$ cat config.mk
export PLATFORM = sky130hd
export DESIGN_NAME = tccw_ctrl
export DESIGN_NICKNAME = d
export VERILOG_FILES = /design/src/hw/rtl/tccw_pkg.sv /design/src/hw/rtl/tccw_ctrl.sv
export SDC_FILE = /design/constraint.sdc
export NUM_CORES = 1
export LEC_CHECK = 0
export BUFFER_PORTS_ARGS = -buffer_cell sky130_fd_sc_hd__buf_2
export CAP_MARGIN = 20
export CORE_AREA = 4 4 111 113
export CTS_BUF_LIST = sky130_fd_sc_hd__clkbuf_8
export DETAILED_ROUTE_END_ITERATION = 6
export DIE_AREA = 0 0 115 117
export GPL_ROUTABILITY_DRIVEN = 0
export PLACE_DENSITY = 0.81
export SETUP_SLACK_MARGIN = 0.2
export SYNTH_ARGS = -nofsm -noshare
export SYNTH_HDL_FRONTEND = slang
export SYNTH_SLANG_ARGS = --single-unit
export TNS_END_PERCENT = 5
$ cat constraint.sdc
create_clock -name i_clk -period 10.7 [get_ports i_clk]
set_input_delay 1.07 -clock i_clk [delete_from_list [all_inputs] [get_ports i_clk]]
set_output_delay 1.07 -clock i_clk [all_outputs]
set_load 0.005 [all_outputs]
$ cat src/hw/rtl/tccw_pkg.sv
`timescale 1ns / 1ps

package tccw_pkg;

    // Control codes that are not printed, and the space that fills a scrolled-in row
    localparam logic [7:0] CH_NEWLINE   = 8'h0A;
    localparam logic [7:0] CH_RETURN    = 8'h0D;
    localparam logic [7:0] CH_BACKSPACE = 8'h08;
    localparam logic [7:0] CH_TAB       = 8'h09;
    localparam logic [7:0] CH_BELL      = 8'h07;
    localparam logic [7:0] CH_SPACE     = 8'h20;

    localparam int TAB_STEP = 4;

    // Action codes
    localparam logic ACT_PUT  = 1'b0;
    localparam logic ACT_READ = 1'b1;

    // Reset values
    localparam logic [7:0] ATTR_RESET = 8'h07;
    localparam logic [7:0] CLEAR_CHAR = 8'h07;
    localparam logic [7:0] CLEAR_ATTR = 8'h00;

    localparam int POS_W = 11;

    // One screen cell: attribute in the high byte, character in the low byte
    typedef struct packed {
        logic [7:0] attr;
        logic [7:0] chr;
    } t_cell;

    // One result beat
    typedef struct packed {
        logic [POS_W-1:0] pos;
        logic [7:0]       rchar;
        logic [7:0]       rattr;
        logic             scrolled;
    } t_result;

endpackage

$ cat src/hw/rtl/tccw_ctrl.sv
`timescale 1ns / 1ps

module tccw_ctrl #(
    parameter int SCREEN_COLUMNS = 80,
    parameter int SCREEN_LINES   = 25,
    parameter int AW             = 11
) (
    input  logic              i_clk,
    input  logic              i_rst_n,
    // configuration
    input  logic              i_cfg_we,
    input  logic [7:0]        i_cfg_wdata,
    // input channel
    input  logic              i_in_valid,
    output logic              o_in_stall,
    input  logic              i_action,
    input  logic [7:0]        i_character,
    input  logic [10:0]       i_cell_index,
    // output channel
    output logic              o_out_valid,
    input  logic              i_out_stall,
    output tccw_pkg::t_result o_out,
    // cell store
    output logic              o_mem_we,
    output logic [AW-1:0]     o_mem_waddr,
    output tccw_pkg::t_cell   o_mem_wdata,
    output logic              o_mem_re,
    output logic [AW-1:0]     o_mem_raddr,
    input  tccw_pkg::t_cell   i_mem_rdata
);
    import tccw_pkg::*;

    localparam int CELL_COUNT = SCREEN_COLUMNS * SCREEN_LINES;
    localparam int CW  = $clog2(SCREEN_COLUMNS);
    localparam int LW  = $clog2(SCREEN_LINES);
    localparam int CW1 = CW + 1;
    localparam int LW1 = LW + 1;
    localparam int PW  = (AW >= POS_W) ? AW + 1 : POS_W + 1;

    localparam logic [CW:0]   COLS      = CW1'(SCREEN_COLUMNS);
    localparam logic [LW:0]   LINES     = LW1'(SCREEN_LINES);
    localparam logic [LW:0]   LAST_LINE = LW1'(SCREEN_LINES - 1);
    localparam logic [AW-1:0] LAST_CELL = AW'(CELL_COUNT - 1);
    localparam logic [AW-1:0] BOTTOM    = AW'((SCREEN_LINES - 1) * SCREEN_COLUMNS);
    localparam logic [AW-1:0] ROW_STEP  = AW'(SCREEN_COLUMNS);
    localparam logic [PW-1:0] COLS_P    = PW'(SCREEN_COLUMNS);
    localparam logic [PW-1:0] CELLS_P   = PW'(CELL_COUNT);

    typedef enum logic [2:0] {
        S_CLEAR,
        S_IDLE,
        S_READ,
        S_SCROLL,
        S_DRAIN
    } t_state;

    t_state        r_state, n_state;
    logic [AW-1:0] r_cnt, n_cnt;
    logic [CW-1:0] r_col, n_col;
    logic [LW-1:0] r_line, n_line;
    logic [7:0]    r_attr, n_attr;
    logic          r_rd_hit, n_rd_hit;
    logic          r_wb_valid, n_wb_valid;
    logic [AW-1:0] r_wb_addr, n_wb_addr;
    logic          r_wb_bottom, n_wb_bottom;
    t_result       r_res, n_res;
    logic          r_res_valid, n_res_valid;
    t_result       r_out, n_out;
    logic          r_out_valid, n_out_valid;

    logic          res_move;
    logic          in_ready;
    logic          accept;
    logic [CW:0]   col_t;
    logic [LW:0]   line_t;
    logic          printable;
    logic          scroll_t;
    logic [PW-1:0] cur_pos;
    logic [PW-1:0] new_pos;
    logic [PW-1:0] idx_p;
    logic          idx_hit;
    logic [AW-1:0] sweep_src;

    // Handshake: one item in work at a time, result slot must be free
    assign res_move   = r_res_valid && (!r_out_valid || !i_out_stall);
    assign in_ready   = (r_state == S_IDLE) && (!r_res_valid || res_move);
    assign accept     = i_in_valid && in_ready;
    assign o_in_stall = !in_ready;

    // Cursor step for a put
    always_comb begin
        col_t     = {1'b0, r_col};
        line_t    = {1'b0, r_line};
        printable = 1'b0;
        scroll_t  = 1'b0;
        case (i_character)
            CH_NEWLINE: begin
                line_t = line_t + 1'b1;
                col_t  = '0;
            end
            CH_RETURN: begin
                col_t = '0;
            end
            CH_BACKSPACE: begin
                if (r_col != '0) begin
                    col_t = col_t - 1'b1;
                end
            end
            CH_TAB: begin
                col_t = col_t + CW1'(TAB_STEP);
            end
            CH_BELL: begin
                col_t = {1'b0, r_col};
            end
            default: begin
                col_t     = col_t + 1'b1;
                printable = 1'b1;
            end
        endcase
        if (col_t >= COLS) begin
            col_t  = '0;
            line_t = line_t + 1'b1;
        end
        if (line_t >= LINES) begin
            line_t   = LAST_LINE;
            scroll_t = 1'b1;
        end
    end

    // Linear positions before and after the step
    assign cur_pos = PW'(r_col) + PW'(r_line) * COLS_P;
    assign new_pos = PW'(col_t) + PW'(line_t) * COLS_P;

    assign idx_p   = PW'(i_cell_index);
    assign idx_hit = idx_p < CELLS_P;

    // Scroll source: next row down, or the bottom row onto itself
    assign sweep_src = (r_cnt < BOTTOM) ? r_cnt + ROW_STEP : r_cnt;

    // Cell store access
    always_comb begin
        o_mem_we    = 1'b0;
        o_mem_waddr = r_wb_addr;
        o_mem_wdata = i_mem_rdata;
        o_mem_re    = 1'b0;
        o_mem_raddr = sweep_src;
        case (r_state)
            S_CLEAR: begin
                o_mem_we    = 1'b1;
                o_mem_waddr = r_cnt;
                o_mem_wdata = '{attr: CLEAR_ATTR, chr: CLEAR_CHAR};
            end
            S_IDLE: begin
                if (accept && i_action == ACT_PUT && printable) begin
                    o_mem_we    = 1'b1;
                    o_mem_waddr = cur_pos[AW-1:0];
                    o_mem_wdata = '{attr: r_attr, chr: i_character};
                end
                if (accept && i_action == ACT_READ && idx_hit) begin
                    o_mem_re    = 1'b1;
                    o_mem_raddr = idx_p[AW-1:0];
                end
            end
            S_SCROLL, S_DRAIN: begin
                o_mem_we = r_wb_valid;
                if (r_wb_bottom) begin
                    o_mem_wdata = '{attr: i_mem_rdata.attr, chr: CH_SPACE};
                end
                o_mem_re = (r_state == S_SCROLL);
            end
            default: begin
                o_mem_we = 1'b0;
            end
        endcase
    end

    // Next state
    always_comb begin
        n_state     = r_state;
        n_cnt       = r_cnt;
        n_col       = r_col;
        n_line      = r_line;
        n_attr      = i_cfg_we ? i_cfg_wdata : r_attr;
        n_rd_hit    = r_rd_hit;
        n_wb_valid  = (r_state == S_SCROLL);
        n_wb_addr   = r_cnt;
        n_wb_bottom = (r_cnt >= BOTTOM);
        n_res       = r_res;
        n_res_valid = r_res_valid && !res_move;
        n_out       = r_out;
        n_out_valid = r_out_valid && i_out_stall;

        // move a finished result to the output register
        if (res_move) begin
            n_out       = r_res;
            n_out_valid = 1'b1;
        end

        case (r_state)
            S_CLEAR: begin
                n_cnt = r_cnt + 1'b1;
                if (r_cnt == LAST_CELL) begin
                    n_cnt   = '0;
                    n_state = S_IDLE;
                end
            end
            S_IDLE: begin
                if (accept) begin
                    n_cnt = '0;
                    if (i_action == ACT_READ) begin
                        n_rd_hit = idx_hit;
                        n_state  = S_READ;
                    end else begin
                        n_col  = col_t[CW-1:0];
                        n_line = line_t[LW-1:0];
                        if (scroll_t) begin
                            n_state = S_SCROLL;
                        end else begin
                            n_res       = '{pos: new_pos[POS_W-1:0], rchar: 8'h00,
                                            rattr: 8'h00, scrolled: 1'b0};
                            n_res_valid = 1'b1;
                        end
                    end
                end
            end
            S_READ: begin
                n_res = '{pos: cur_pos[POS_W-1:0],
                          rchar: r_rd_hit ? i_mem_rdata.chr : 8'h00,
                          rattr: r_rd_hit ? i_mem_rdata.attr : 8'h00,
                          scrolled: 1'b0};
                n_res_valid = 1'b1;
                n_state     = S_IDLE;
            end
            S_SCROLL: begin
                n_cnt = r_cnt + 1'b1;
                if (r_cnt == LAST_CELL) begin
                    n_cnt   = '0;
                    n_state = S_DRAIN;
                end
            end
            S_DRAIN: begin
                n_res = '{pos: cur_pos[POS_W-1:0], rchar: 8'h00,
                          rattr: 8'h00, scrolled: 1'b1};
                n_res_valid = 1'b1;
                n_state     = S_IDLE;
            end
            default: begin
                n_state = S_IDLE;
            end
        endcase
    end

    // Hold state, cursor and result registers
    always_ff @(posedge i_clk) begin
        if (!i_rst_n) begin
            r_state     <= S_CLEAR;
            r_cnt       <= '0;
            r_col       <= '0;
            r_line      <= '0;
            r_attr      <= ATTR_RESET;
            r_wb_valid  <= 1'b0;
            r_res_valid <= 1'b0;
            r_out_valid <= 1'b0;
        end else begin
            r_state     <= n_state;
            r_cnt       <= n_cnt;
            r_col       <= n_col;
            r_line      <= n_line;
            r_attr      <= n_attr;
            r_wb_valid  <= n_wb_valid;
            r_res_valid <= n_res_valid;
            r_out_valid <= n_out_valid;
        end
        r_rd_hit    <= n_rd_hit;
        r_wb_addr   <= n_wb_addr;
        r_wb_bottom <= n_wb_bottom;
        r_res       <= n_res;
        r_out       <= n_out;
    end

    assign o_out_valid = r_out_valid;
    assign o_out       = r_out;

endmodule

==> impl_metrics.json <==
{
  "postLayoutCoreUtil_pct": 63.61,
  "ys_seq_area_share_pct": 42.74,
  "hold_violations": 0,
  "critPathTopFamily": "simple AND/OR/NAND/NOR gates",
  "rsz0062_at_grt": "false",
  "setup-violations-final": 0,
  "worstPathCellList": "buf_2 > nor4_4 > and2_1 > xnor2_1 > ha_1 > nand3_1 > a31oi_1 > a31o_2 > xnor2_1 > o211ai_1 > nand2_1 > nor3_2 > a21oi_1 > inv_1 > ha_1 > ha_1 > fa_1 > xnor2_1 > nor2b_1 > and3_1 > nor2_1 > xnor2_1 > mux2i_1",
  "num_rows": 39,
  "max_cap_viol_count": 0,
  "ys_async_sr_fraction_pct": 0,
  "syn_to_final_growth_pct": 14.30,
  "tightest_slew_ns": 0.9594,
  "first_pass_iters": 5,
  "r2r_cells": 20,
  "status": "complete, no violations",
  "post_cts_buffers": 0,
  "fin_ws_ns": 4.910,
  "worst-setup-path-type": "input pin to flip-flop",
  "start_util_pct": 55.65,
  "hold_buffers": 0,
  "max_freq_ghz": 0.1727,
  "grt_antenna_before_repair": 1,
  "crit_buf_inv": 2,
  "io_buffers": 118,
  "slowest_delay_ns": 0.58,
  "cp-end-kind": "flip-flop",
  "nFillCells": 904,
  "grt_overflow": 0,
  "cts_tree": "yes",
  "dp_hpwl_mm": 12.27,
  "met2_usage_pct": 39.74,
  "start_kind": "input pin",
  "postRouteAntennaNets": 0,
  "dr_total_vias": 5431,
  "synth.distinct_cells": 71,
  "cts_sinks": 106,
  "synth_edf_count": 57,
  "pre_cts_ws_ns": 4.590,
  "cp.required_ns": 10.83,
  "hold_depth": 0,
  "drive_gt1_share_pct": 23.31,
  "drv_slew": 0,
  "met1_usage_pct": 30.42,
  "leakage_uw": 0.002999,
  "ioPinCount": 119,
  "clk_pin_slew_ns": 0.10,
  "track_usage_pct": 23.90,
  "grt_pass1_vias": 5077,
  "finalCriticalPeriod_ns": 5.790,
  "cp.depth": 23,
  "drc": 0,
  "syn_area_mm2": 0.006300,
  "die_h_um": 117,
  "arrival_ns": 5.92,
  "grt_start_max_net_pins": 32,
  "synth_flop_cell": "edfxtp_1",
  "cp_slowest_cell": "nor4_4",
  "power_density_mw_per_mm2": 100.3,
  "min_path_type": "flip-flop to flip-flop",
  "core-area_mm2": 0.01132,
  "drt-initial-drc-count": 611,
  "stdcell_count": 898,
  "layout_commonest_cell": "buf_2",
  "synth_area_per_cell_um2": 9.677,
  "cts.path.max_buffers": 2,
  "diodes": 0,
  "clk_latency_ns": 0.39,
  "finalCritPeriodShare_pct": 54.11,
  "cts_buffers": 9,
  "grt-busiest-layer": "met2",
  "finClkSkew_ns": 0.01114,
  "viasPerCell": 6.048,
  "cpMostUsedCell": "xnor2_1",
  "cp_max_fo": 11,
  "cts-htree-levels": 3,
  "ys_warn_count": 0,
  "syn_inst": 651,
  "peakVddDrop_mv": 0.1144,
  "fin_tns_setup_ns": 0,
  "post_cts_resized": 0,
  "slew_headroom_pct": 35.55,
  "whs_ns": 0.4276,
  "wl_per_cell_um": 18.00,
  "fin_nets": 833,
  "placed_cells": 881,
  "grt_pass1_wl_mm": 25.32,
  "ys_ff_latch": 106,
  "wl_mm": 16.17,
  "final_cell_mix": "buf_2 (118), edfxtp_1 (57), nand2_1 (54)",
  "dieArea_mm2": 0.01346,
  "cts-root-buf": "clkbuf_8",
  "grt_util_met3_pct": 6.015,
  "fp.dieW_um": 115
}
[routing by layer]
metal | vias to the layer above | part of all wire, %
met5 | - | 0.12
met4 | 2 | 2.1
met3 | 35 | 8.8
met2 | 260 | 48
met1 | 2573 | 41
li1 | 2561 | -
[Yosys cell counts (4+ instances only)]
library cell | instances | share of area, %
a21boi_0 | 9 | 1.1
nor2_1 | 47 | 2.8
or2_2 | 5 | 0.50
ha_1 | 30 | 6.0
a31oi_1 | 6 | 0.60
xor2_1 | 14 | 1.9
a222oi_1 | 6 | 0.95
mux2_2 | 7 | 1.3
o211ai_1 | 5 | 0.60
o21ai_1 | 4 | 0.32
mux2i_1 | 13 | 2.1
inv_1 | 30 | 1.8
and2_1 | 26 | 2.6
dfxtp_1 | 49 | 16
a22o_1 | 12 | 1.7
nand2_1 | 54 | 3.2
or4_1 | 4 | 0.48
xnor2_1 | 26 | 3.6
o31ai_1 | 4 | 0.48
or3_1 | 6 | 0.60
nand3_1 | 16 | 1.3
nor3_1 | 9 | 0.71
a221o_1 | 10 | 1.6
a21oi_1 | 30 | 2.4
clkbuf_1 | 32 | 1.9
nand4_1 | 7 | 0.70
o21ai_0 | 32 | 2.5
a21o_1 | 6 | 0.71
fa_1 | 4 | 1.3
and3_1 | 10 | 0.99
edfxtp_1 | 57 | 27
nor2b_1 | 15 | 1.5
buf_2 | 5 | 0.40
[kinds of logic (layout without fill, tap and decap cells)]
family | count (synthesis) | count (layout) | share of synthesized area (%)
simple gates | 229 | 229 | 19.72
fa+ha+maj | 34 | 34 | 7.229
mux | 20 | 20 | 3.317
other cells | 1 | 2 | 0.05953
buf+inv | 68 | 171 | 4.270
compound gates | 153 | 153 | 17.10
xor+xnor | 40 | 40 | 5.561
flops | 106 | 106 | 42.74
[cell type report]
type                       count  area (um^2)  share of cell area (%)
clock buffer                   9        123.9                   1.720
clock inverter                 7        85.08                   1.182
inverter                      30        112.6                   1.564
multi-input combinational    478         3364                   46.72
sequential                   106         2693                   37.39
tap                          143        178.9                   2.485
timing repair buffer         125        643.1                   8.931
[metrics by stage]
step | power, uW | cell area (um^2)
after floorplan | 455.1 | 6304
after global placement | 473.3 | 6984
after detailed placement | 474.7 | 6984
after CTS | 726.0 | 7193
after global routing | 747.3 | 7201
final | 722.4 | 7201
[final timing paths]
check / from / endpoint / slack, ns
min: r_res[19] / o_out[19] / 0.43
max reg2reg: r_col[2] / r_res[27] / 5.70
max: i_character[5] / r_res[27] / 4.91
min reg2reg: r_res[19] / o_out[19] / 0.43
[flip-flops by register name (all words and copies together), names as in the netlist, 3 cells and up]
name	cells
o_out	28
r_res	28
n_wb_addr	11
r_wb_addr	11
r_attr	8
r_col	7
r_line	5
r_state	3
[where the power goes]
part	leakage (uW)	switching, uW	total (uW)	internal [uW]
registers	0.000903	3.53	432	428
clock network	0.000101	144	257	113
logic	0.00200	18.3	34.4	16.0
total	0.00300	166	722	557
[worst reg2reg max path, stage by stage, from the launching register on]
cell and delay [ns]:
dfxtp_1 0.43, inv_1 0.17, ha_1 0.16, nand2_1 0.12, or4_1 0.52, nand2_1 0.23, o221ai_2 0.17, o21a_4 0.27
nor2_4 0.31, nor3_2 0.09, a21oi_1 0.28, inv_1 0.13, ha_1 0.33, ha_1 0.23, fa_1 0.40, xnor2_1 0.26
nor2b_1 0.11, and3_1 0.19, nor2_1 0.13, xnor2_1 0.13, mux2i_1 0.08
Note: power is estimated with default switching activity, not from simulation.
